[config.mk]
export PLATFORM = sky130hd
export DESIGN_NAME = tlb_page_table_translator
export DESIGN_NICKNAME = d
export VERILOG_FILES = /design/src/rtl/tpt_pkg.sv /design/src/rtl/tlb_page_table_translator.sv /design/src/rtl/tpt_ram.sv
export SDC_FILE = /design/constraint.sdc
export NUM_CORES = 2
export LEC_CHECK = 0
export BUFFER_PORTS_ARGS = -buffer_cell sky130_fd_sc_hd__buf_2
export CAP_MARGIN = 20
export CORE_ASPECT_RATIO = 2
export CORE_MARGIN = 1
export CORE_UTILIZATION = 60
export DETAILED_ROUTE_END_ITERATION = 8
export HOLD_SLACK_MARGIN = 0.08
export PLACE_DENSITY = 0.82
export SKIP_CTS_REPAIR_TIMING = 1
export SLEW_MARGIN = 5
export SYNTH_ARGS = -nofsm -noshare
export SYNTH_HDL_FRONTEND = slang
export SYNTH_SLANG_ARGS = --single-unit
[constraint.sdc]
create_clock -name clk -period 12.2 [get_ports clk]
set_input_delay 1.83 -clock clk [delete_from_list [all_inputs] [get_ports clk]]
set_output_delay 1.83 -clock clk [all_outputs]
set_load 0.1 [all_outputs]
[src/rtl/tpt_pkg.sv]
package tpt_pkg;

  localparam int VA_W        = 16;
  localparam int OFFSET_BITS = 8;
  localparam int PAGE_W      = VA_W - OFFSET_BITS;
  localparam int PAGE_COUNT  = 1 << PAGE_W;
  localparam int FRAME_W     = 8;
  localparam int NEXT_FREE_W = FRAME_W + 1;
  localparam int TOTAL_W     = 16;

  typedef logic [PAGE_W-1:0]      page_t;
  typedef logic [FRAME_W-1:0]     frame_t;
  typedef logic [OFFSET_BITS-1:0] offset_t;
  typedef logic [TOTAL_W-1:0]     total_t;

endpackage

[src/rtl/tlb_page_table_translator.sv]
// Virtual-to-physical address translator with a FIFO TLB in front of a page
// table.
//
// Input channel: drive virtual_address and raise start for one cycle; the
// item is taken at the rising edge where start is high and busy is low.
// busy never rises, so an item may be issued in every cycle.
// Result channel: done pulses high for a single cycle once the item has passed
// the stage-1 and result registers, with physical_address, frame_number,
// tlb_hit, page_fault and the running hit_total / fault_total. The receiver
// cannot stall; each result is valid only in its done cycle and items leave
// in order. Throughput is one item per cycle. The page-table read goes
// through a registered RAM port issued in the accept cycle; the TLB compare,
// residency check and all state updates happen in the following cycle, and
// the result is registered behind that.
// Reset (synchronous, active high) empties the TLB, marks every page
// non-resident, restarts frame allocation at frame 0 and clears both totals.
// Page-table RAM and TLB contents are not cleared; the residency bits and
// the TLB fill count keep stale entries from ever being used.
module tlb_page_table_translator
  import tpt_pkg::*;
#(
  parameter int TLB_ENTRIES = 16
) (
  input  logic                   clk,
  input  logic                   rst,
  input  logic                   start,
  output logic                   busy,
  input  logic [VA_W-1:0]        virtual_address,
  output logic                   done,
  output logic [VA_W-1:0]        physical_address,
  output logic [FRAME_W-1:0]     frame_number,
  output logic                   tlb_hit,
  output logic                   page_fault,
  output logic [TOTAL_W-1:0]     hit_total,
  output logic [TOTAL_W-1:0]     fault_total
);

  localparam int IDX_W  = (TLB_ENTRIES > 1) ? $clog2(TLB_ENTRIES) : 1;
  localparam int FILL_W = $clog2(TLB_ENTRIES + 1);

  // accept stage
  logic            s1_valid;
  logic [VA_W-1:0] s1_va;

  // TLB: tags and frames in flops so every entry can be compared at once
  page_t            tlb_tags   [TLB_ENTRIES];
  frame_t           tlb_frames [TLB_ENTRIES];
  logic [FILL_W-1:0] tlb_fill;
  logic [IDX_W-1:0]  tlb_wr_ptr;

  // page table
  logic [PAGE_COUNT-1:0]  page_resident;
  frame_t                 pt_rdata;
  logic                   pt_we;
  logic [NEXT_FREE_W-1:0] next_free_frame;

  // bypass for a fault written in the same edge the next item read the RAM
  logic   byp_valid;
  page_t  byp_page;
  frame_t byp_frame;

  total_t hit_counter;
  total_t fault_counter;

  page_t   s1_page;
  offset_t s1_offset;
  logic    s1_hit;
  frame_t  s1_tlb_frame;
  logic    s1_resident;
  frame_t  s1_pt_frame;
  frame_t  s1_new_frame;
  logic    s1_fault;
  logic    s1_fill_tlb;
  frame_t  s1_frame;

  assign busy = 1'b0;

  assign s1_page   = s1_va[VA_W-1:OFFSET_BITS];
  assign s1_offset = s1_va[OFFSET_BITS-1:0];

  // Read the page table in the accept cycle so data lines up with stage 1.
  tpt_ram #(
    .WIDTH (FRAME_W),
    .DEPTH (PAGE_COUNT)
  ) u_page_frames (
    .clk   (clk),
    .we    (pt_we),
    .waddr (s1_page),
    .wdata (s1_new_frame),
    .raddr (virtual_address[VA_W-1:OFFSET_BITS]),
    .rdata (pt_rdata)
  );

  // Parallel tag compare; a page sits in the TLB at most once, so OR the hits.
  always_comb begin
    s1_hit       = 1'b0;
    s1_tlb_frame = '0;
    for (int k = 0; k < TLB_ENTRIES; k++) begin
      if ((FILL_W'(k) < tlb_fill) && (tlb_tags[k] == s1_page)) begin
        s1_hit       = 1'b1;
        s1_tlb_frame = s1_tlb_frame | tlb_frames[k];
      end
    end
  end

  assign s1_resident  = page_resident[s1_page];
  assign s1_pt_frame  = (byp_valid && (byp_page == s1_page)) ? byp_frame : pt_rdata;
  // Once the frame pool runs dry, keep handing out the last frame.
  assign s1_new_frame = next_free_frame[FRAME_W] ? '1 : next_free_frame[FRAME_W-1:0];
  assign s1_fault     = !s1_hit && !s1_resident;
  assign s1_fill_tlb  = s1_valid && !s1_hit && s1_resident;
  assign pt_we        = s1_valid && s1_fault;

  always_comb begin
    if (s1_hit) begin
      s1_frame = s1_tlb_frame;
    end else if (s1_resident) begin
      s1_frame = s1_pt_frame;
    end else begin
      s1_frame = s1_new_frame;
    end
  end

  // Payload registers: no reset needed.
  always_ff @(posedge clk) begin
    s1_va     <= virtual_address;
    byp_page  <= s1_page;
    byp_frame <= s1_new_frame;
    if (s1_fill_tlb) begin
      tlb_tags[tlb_wr_ptr]   <= s1_page;
      tlb_frames[tlb_wr_ptr] <= s1_pt_frame;
    end
    if (s1_valid) begin
      physical_address <= {s1_frame, s1_offset};
      frame_number     <= s1_frame;
      tlb_hit          <= s1_hit;
      page_fault       <= s1_fault;
      hit_total        <= (s1_hit && (hit_counter != '1)) ? hit_counter + 1'b1 : hit_counter;
      fault_total      <= (s1_fault && (fault_counter != '1)) ?
                          fault_counter + 1'b1 : fault_counter;
    end
  end

  always_ff @(posedge clk) begin
    if (rst) begin
      s1_valid        <= 1'b0;
      done            <= 1'b0;
      byp_valid       <= 1'b0;
      tlb_fill        <= '0;
      tlb_wr_ptr      <= '0;
      page_resident   <= '0;
      next_free_frame <= '0;
      hit_counter     <= '0;
      fault_counter   <= '0;
    end else begin
      s1_valid  <= start && !busy;
      done      <= s1_valid;
      byp_valid <= pt_we;

      // Append in round-robin order; when full the write slot is the oldest.
      if (s1_fill_tlb) begin
        tlb_wr_ptr <= (tlb_wr_ptr == IDX_W'(TLB_ENTRIES - 1)) ? '0 : tlb_wr_ptr + 1'b1;
        if (tlb_fill != FILL_W'(TLB_ENTRIES)) begin
          tlb_fill <= tlb_fill + 1'b1;
        end
      end

      if (s1_valid && s1_hit && (hit_counter != '1)) begin
        hit_counter <= hit_counter + 1'b1;
      end

      // Fault: mark the page resident, advance the free frame, count the fault.
      if (pt_we) begin
        page_resident[s1_page] <= 1'b1;
        if (!next_free_frame[FRAME_W]) begin
          next_free_frame <= next_free_frame + 1'b1;
        end
        if (fault_counter != '1) begin
          fault_counter <= fault_counter + 1'b1;
        end
      end
    end
  end

endmodule

[src/rtl/tpt_ram.sv]
module tpt_ram #(
  parameter int WIDTH = 8,
  parameter int DEPTH = 256
) (
  input  logic                     clk,
  input  logic                     we,
  input  logic [$clog2(DEPTH)-1:0] waddr,
  input  logic [WIDTH-1:0]         wdata,
  input  logic [$clog2(DEPTH)-1:0] raddr,
  output logic [WIDTH-1:0]         rdata
);

  logic [WIDTH-1:0] mem [DEPTH];

  always_ff @(posedge clk) begin
    if (we) begin
      mem[waddr] <= wdata;
    end
    rdata <= mem[raddr];
  end

endmodule

* Word-level counts from Yosys, hierarchy flattened
Memories as Yosys holds them, arrays and structs flattened. A register that Yosys moved wholly into a read port is not among the register bits. Cells that the tools add are included.
Cells by class: mux-type cells 48, bitwise gates (word level) 17, reductions and logical operators 31, add/subtract/negate cells 5, magnitude comparators 18, equality and inequality tests 21
Operators by type and width (count):
- bitwise OR 256 bit | 1
- two-way mux 8 bit | 20
- == test 8 bit | 17
- bitwise OR 8 bit | 15
- less-than comparator 4 x 5 -> 1 bit (first input constant) | 8
- adder 16 x 1 -> 16 bit (second input constant) | 2
- two-way mux 16 bit | 2
- != test 16 bit (second input constant) | 2
- logical AND 1 bit | 26
- two-way mux 1 bit | 22
- less-than comparator 3 x 5 -> 1 bit (first input constant) | 4
- less-than comparator 1 x 5 -> 1 bit (first input constant) | 2
- less-than comparator 2 x 5 -> 1 bit (first input constant) | 2
- adder 9 x 1 -> 9 bit (second input constant) | 1
- less-than comparator 8 x 9 -> 1 bit (second input constant) | 1
- two-way mux 9 bit | 1
- binary-select mux 1 bit (select 8 bit) | 1
- demux 1 bit (select 8 bit) | 1
- greater-or-equal comparator 8 x 1 -> 1 bit (second input constant) | 1
- AND reduction 2 bit | 3
- adder 5 x 1 -> 5 bit (second input constant) | 1
- != test 5 bit (second input constant) | 1
- adder 4 x 1 -> 4 bit (second input constant) | 1
- == test 4 bit (second input constant) | 1
- other kinds (3) | 4
Word-level totals: input port bits 19, memories kept 3, logic and storage cells 162, output and inout port bits 60, bits in registers 399, bits in writable memories 2304
Memory list:
- u_page_frames.mem | words 256, width 8, rd ports 1, clocked after memory_dff 1, wr ports 1, RTL line tpt_ram.sv:13 | logic [WIDTH-1:0] mem [DEPTH];
- tlb_frames | words 16, width 8, rd ports 16, clocked after memory_dff 0, wr ports 1, RTL line tlb_page_table_translator.sv:47 | frame_t tlb_frames [TLB_ENTRIES];
- tlb_tags | words 16, width 8, rd ports 16, clocked after memory_dff 0, wr ports 1, RTL line tlb_page_table_translator.sv:46 | page_t tlb_tags [TLB_ENTRIES];

* Logic depth before layout (Yosys ltp)
An unclocked memory read counts as a cell.
depth after elaboration 35, mapped depth 17

* Modules after synthesis
A second synthesis with hierarchy kept.
Unflattened totals: cell total of the unflattened synthesis 5789, area total of the unflattened synthesis 106468.4 um2
By module, submodules not included:
- tpt_ram | times used 1, cells each 3733, seq. area each 61659.1 um2, area an instance 79556.3 um2
- tlb_page_table_translator | times used 1, cells each 2056, seq. area each 16015.4 um2, area an instance 26912.1 um2

* Worst setup path before layout
Ideal clock, no wire load.
path kind input port to flip-flop, from in virtual_address[8], to reg u_page_frames.rdata[0], read port of u_page_frames.mem, data required time 12066 ps, setup time 134 ps, setup slack 7225 ps, stages on the path 7, arrival 4840 ps, cells stage by stage clkbuf_1 -> clkbuf_1 -> buf_1 -> mux4_2 -> mux4_2 -> mux4_2 -> mux4_2
RTL lines:
- start: declaration | RTL line tlb_page_table_translator.sv:28 | input logic [VA_W-1:0] virtual_address,
- end: declaration | RTL line tpt_ram.sv:10 | output logic [WIDTH-1:0] rdata

* Final worst setup path
from reg s1_va[11], to mem u_page_frames.mem[77][3], enable pin
Between the ends: word-level cells in the longest chain between the ends 23, elaborated cells between the ends (all ways) 56, classes of those cells eq/ne (16); mux (20); reduce/logical (20)
RTL lines:
- start: declaration | RTL line tlb_page_table_translator.sv:43 | logic [VA_W-1:0] s1_va;
- start signal: assignment | RTL line tlb_page_table_translator.sv:126 | s1_va <= virtual_address;
- == test 8 bit | RTL line tlb_page_table_translator.sv:99 | if ((FILL_W'(k) < tlb_fill) && (tlb_tags[k] == s1_page)) begin
- logical AND 1 bit | RTL line tlb_page_table_translator.sv:99
- two-way mux 1 bit (16 in a row) | RTL line tlb_page_table_translator.sv:99
- logical NOT 1 bit | RTL line tlb_page_table_translator.sv:110 | assign s1_fault = !s1_hit && !s1_resident;
- logical AND 1 bit | RTL line tlb_page_table_translator.sv:110
- logical AND 1 bit | RTL line tlb_page_table_translator.sv:112 | assign pt_we = s1_valid && s1_fault;
- two-way mux 1 bit | RTL line tpt_ram.sv:16 | if (we) begin
- two-way mux 1 bit (not written as such) | RTL line tpt_ram.sv:17 | mem[waddr] <= wdata;
- end: declaration | RTL line tpt_ram.sv:13
Several ways; a longest one is shown, not always the timed one. The select of a mux whose other input is x is not followed.

==> results.cfg <==
[run_status]
status = finished clean

[drt]
ant_nets = 0
wirelength_um = 308000
num_vias = 57000
drt-initial-drc-count = 8307
viasPerCell = 7.22
first_pass_iters = 9
remaining_drc_errors = 0
wl_per_cell_um = 39.0

[logic_synthesis]
yosysTopAreaCell = edfxtp_1
yosys_warnings = 0
synth_cells = 5214
synth_area_um2 = 106000
synth-main-ff-cell = edfxtp_1
ys_async_sr_fraction = 0
synth-edff-count = 2354
yosysUniqueCellTypes = 73
seq_area_frac_synth = 0.735
ys_ff_latch = 2703
syn_area_per_cell_um2 = 20.3
synthTopCellsByArea = edfxtp_1 67%, mux4_2 16%, dfxtp_1 6.6%, o21a_1 1.4%, xnor2_1 1.2%
syn-num-nets = 5242
synth_top_area_share = 0.669

[sta]
fin_crit_sh = 0.564
hold_viol_final = 0
skew_ns = 0.0554
fmax_mhz = 145
drv_slew = 0
min_period_ns = 6.88
relSlewSlack = 0.123
setup_tns_ns = 0
worst_pin_slew_ns = 1.31
setup_viol = 0
rsz0062_at_grt = false

[final_layout]
fillers = 10300
final_cell_mix = 2,354 x edfxtp_1, 740 x mux4_2, 340 x dfxtp_1, 220 x clkbuf_16, 202 x o21a_1
drive_gt1_frac = 0.280
final_common_cell = edfxtp_1
final_nets = 5412
area.growth.synth_to_final_pct = 10.3

[place]
io_buffer_count = 77
gp_congestion = 0.980
dp_hpwl_um = 185000

[clocking]
insertion_delay_ns = 0.86
h-tree-depth = 4
cts_tree = done
cts-root-buf = clkbuf_16
numCtsBuffers = 212
clock_path_buffers = 4
clk_pin_slew_ns = 0.07
clock-sinks = 2703

[global_routing]
grt_overflow = 0
grt_pass1_vias = 57700
antenna_found_initial = 30
grt_max_degree = 153
grt_usage = 0.345
grt_pass1_wl_um = 427000

[setup_path]
path_class = flip-flop to flip-flop
r2r-start = s1_va[11]
critPathLaunch = s1_va[11]
reg2reg_depth = 12
cp_data_required_time_ns = 12.70
reg2reg_to = u_page_frames.mem[77][3]
critPathMaxFanout = 54
start_kind = flip-flop
cp.arrival_ns = 7.38
cp-end-kind = flip-flop
rrSetupSlack_ns = 5.32

[hold_path]
hold_end = physical_address[4]
min_path_type = flip-flop to flip-flop
hold_depth = 0
hold_start = s1_va[4]

[floorplan]
chipWidth_um = 299
start_util = 0.604
num_io_pins = 79
chipHeight_um = 595
dieArea_um2 = 178000
core_um2 = 175000
rows = 217

[flow_run]
cap_violations = 0

[power]
p_total_w = 0.0181
powerDensity_nw_per_um2 = 155
leakagePower_nw = 36.5
ir_worst_vdd_uv = 210
-- stage by stage --
stage                      util  hold WS (ns)  instance area, µm²  setup WS (ns)  std cells
after global routing      0.666         0.434              116000           5.16       7884
after detailed placement  0.624         0.395              109000           5.52       7445
after global placement    0.623         0.397              109000           5.56       7429
after floorplan               -         0.386              106000           7.23       5214
after CTS                 0.664         0.409              116000           5.49       7830
final                     0.666         0.408              117000           5.32       7896
-- routing by layer --
| metal | global-route usage | up-vias | share of wire |
|---|---|---|---|
| met5 | 0 | - | 0.00043 |
| met4 | 0.309 | 22 | 0.12 |
| met3 | 0.0690 | 1544 | 0.089 |
| met2 | 0.607 | 4794 | 0.52 |
| met1 | 0.341 | 28900 | 0.27 |
| li1 | - | 21800 | - |
-- Yosys cell counts (all sizes together), types with 10 or more instances --
| library cell | count |
|---|---|
| nand3 | 95 |
| a31oi | 15 |
| o21ai | 15 |
| buf | 163 |
| nor3 | 234 |
| nor2 | 145 |
| a31o | 10 |
| mux4 | 740 |
| and3 | 17 |
| nor2b | 15 |
| xor2 | 37 |
| mux2 | 23 |
| nand2 | 144 |
| a21oi | 28 |
| inv | 16 |
| xnor2 | 140 |
| o2bb2ai | 57 |
| nor4 | 18 |
| mux2i | 16 |
| o21a | 202 |
| dfxtp | 349 |
| a22oi | 40 |
| nand4 | 45 |
| edfxtp | 2354 |
| clkbuf | 174 |
-- logic make-up (layout without fill, tap and decap cells) --
group / after synthesis / in the layout / share of synthesized area
flops: 2703 / 2703 / 0.735
mux: 779 / 779 / 0.162
simple gates: 751 / 751 / 0.0398
compound gates: 440 / 440 / 0.0316
buf+inv: 354 / 695 / 0.0158
xor+xnor: 177 / 177 / 0.0147
fa+ha+maj: 9 / 9 / 0.00107
other cells: 1 / 43 / 0.0000355
-- worst max path at each step --
| stage | end | slack (ns) | cells after the start |
|---|---|---|---|
| 6_report | u_page_frames.mem[77][3] | 5.32 | 12 |
| 5_1_grt | u_page_frames.mem[77][5] | 5.16 | 12 |
| 4_1_cts | u_page_frames.mem[237][6] | 5.49 | 11 |
| 3_5_place_dp | u_page_frames.rdata[0] | 5.52 | 7 |
| 3_3_place_gp | u_page_frames.rdata[6] | 5.56 | 7 |
| 2_1_floorplan | u_page_frames.rdata[0] | 7.23 | 7 |
-- cell type report --
cell class / count / area, µm² / share of cell area
Sequential cell: 2703 / 77700 / 0.667
Multi-Input combinational cell: 2157 / 26600 / 0.228
Clock buffer: 287 / 5860 / 0.0503
Tap cell: 2299 / 2880 / 0.0247
Timing Repair Buffer: 293 / 2320 / 0.0199
Clock inverter: 98 / 1020 / 0.00878
Antenna cell: 42 / 105 / 0.000902
Inverter: 17 / 71.3 / 0.000612
-- flip-flops by register name, indices dropped and copies added, names as in the netlist, 4 cells and up --
name,cells
byp_frame,8
byp_page,8
fault_counter,16
fault_total,16
hit_counter,16
hit_total,16
next_free_frame,9
page_resident,256
physical_address,16
s1_va,16
tlb_fill,5
tlb_frames,128
tlb_tags,128
tlb_wr_ptr,4
u_page_frames.mem,2048
u_page_frames.rdata,8
-- worst max-delay path, stage by stage, from the launching register on --
cell and delay [ns]:
dfxtp_4 0.99, buf_4 0.67, nor2b_1 0.77, nand2_1 0.14, a31oi_1 0.22, a2111oi_1 0.13, o311a_2 0.54, o21ai_4 0.16
buf_4 0.52, clkinv_1 0.83, nand3_2 0.42, buf_4 0.57, nor2_1 0.42
-- report_power, final --
part | switching [W] | leakage, nW | total [W] | internal, W
Combinational | 0.000640 | 8.59 | 0.000962 | 0.000322
Sequential | 0.0000428 | 24.6 | 0.0100 | 0.00998
Clock | 0.00326 | 3.34 | 0.00707 | 0.00382
No activity file was read; power rests on OpenSTA's default activity.
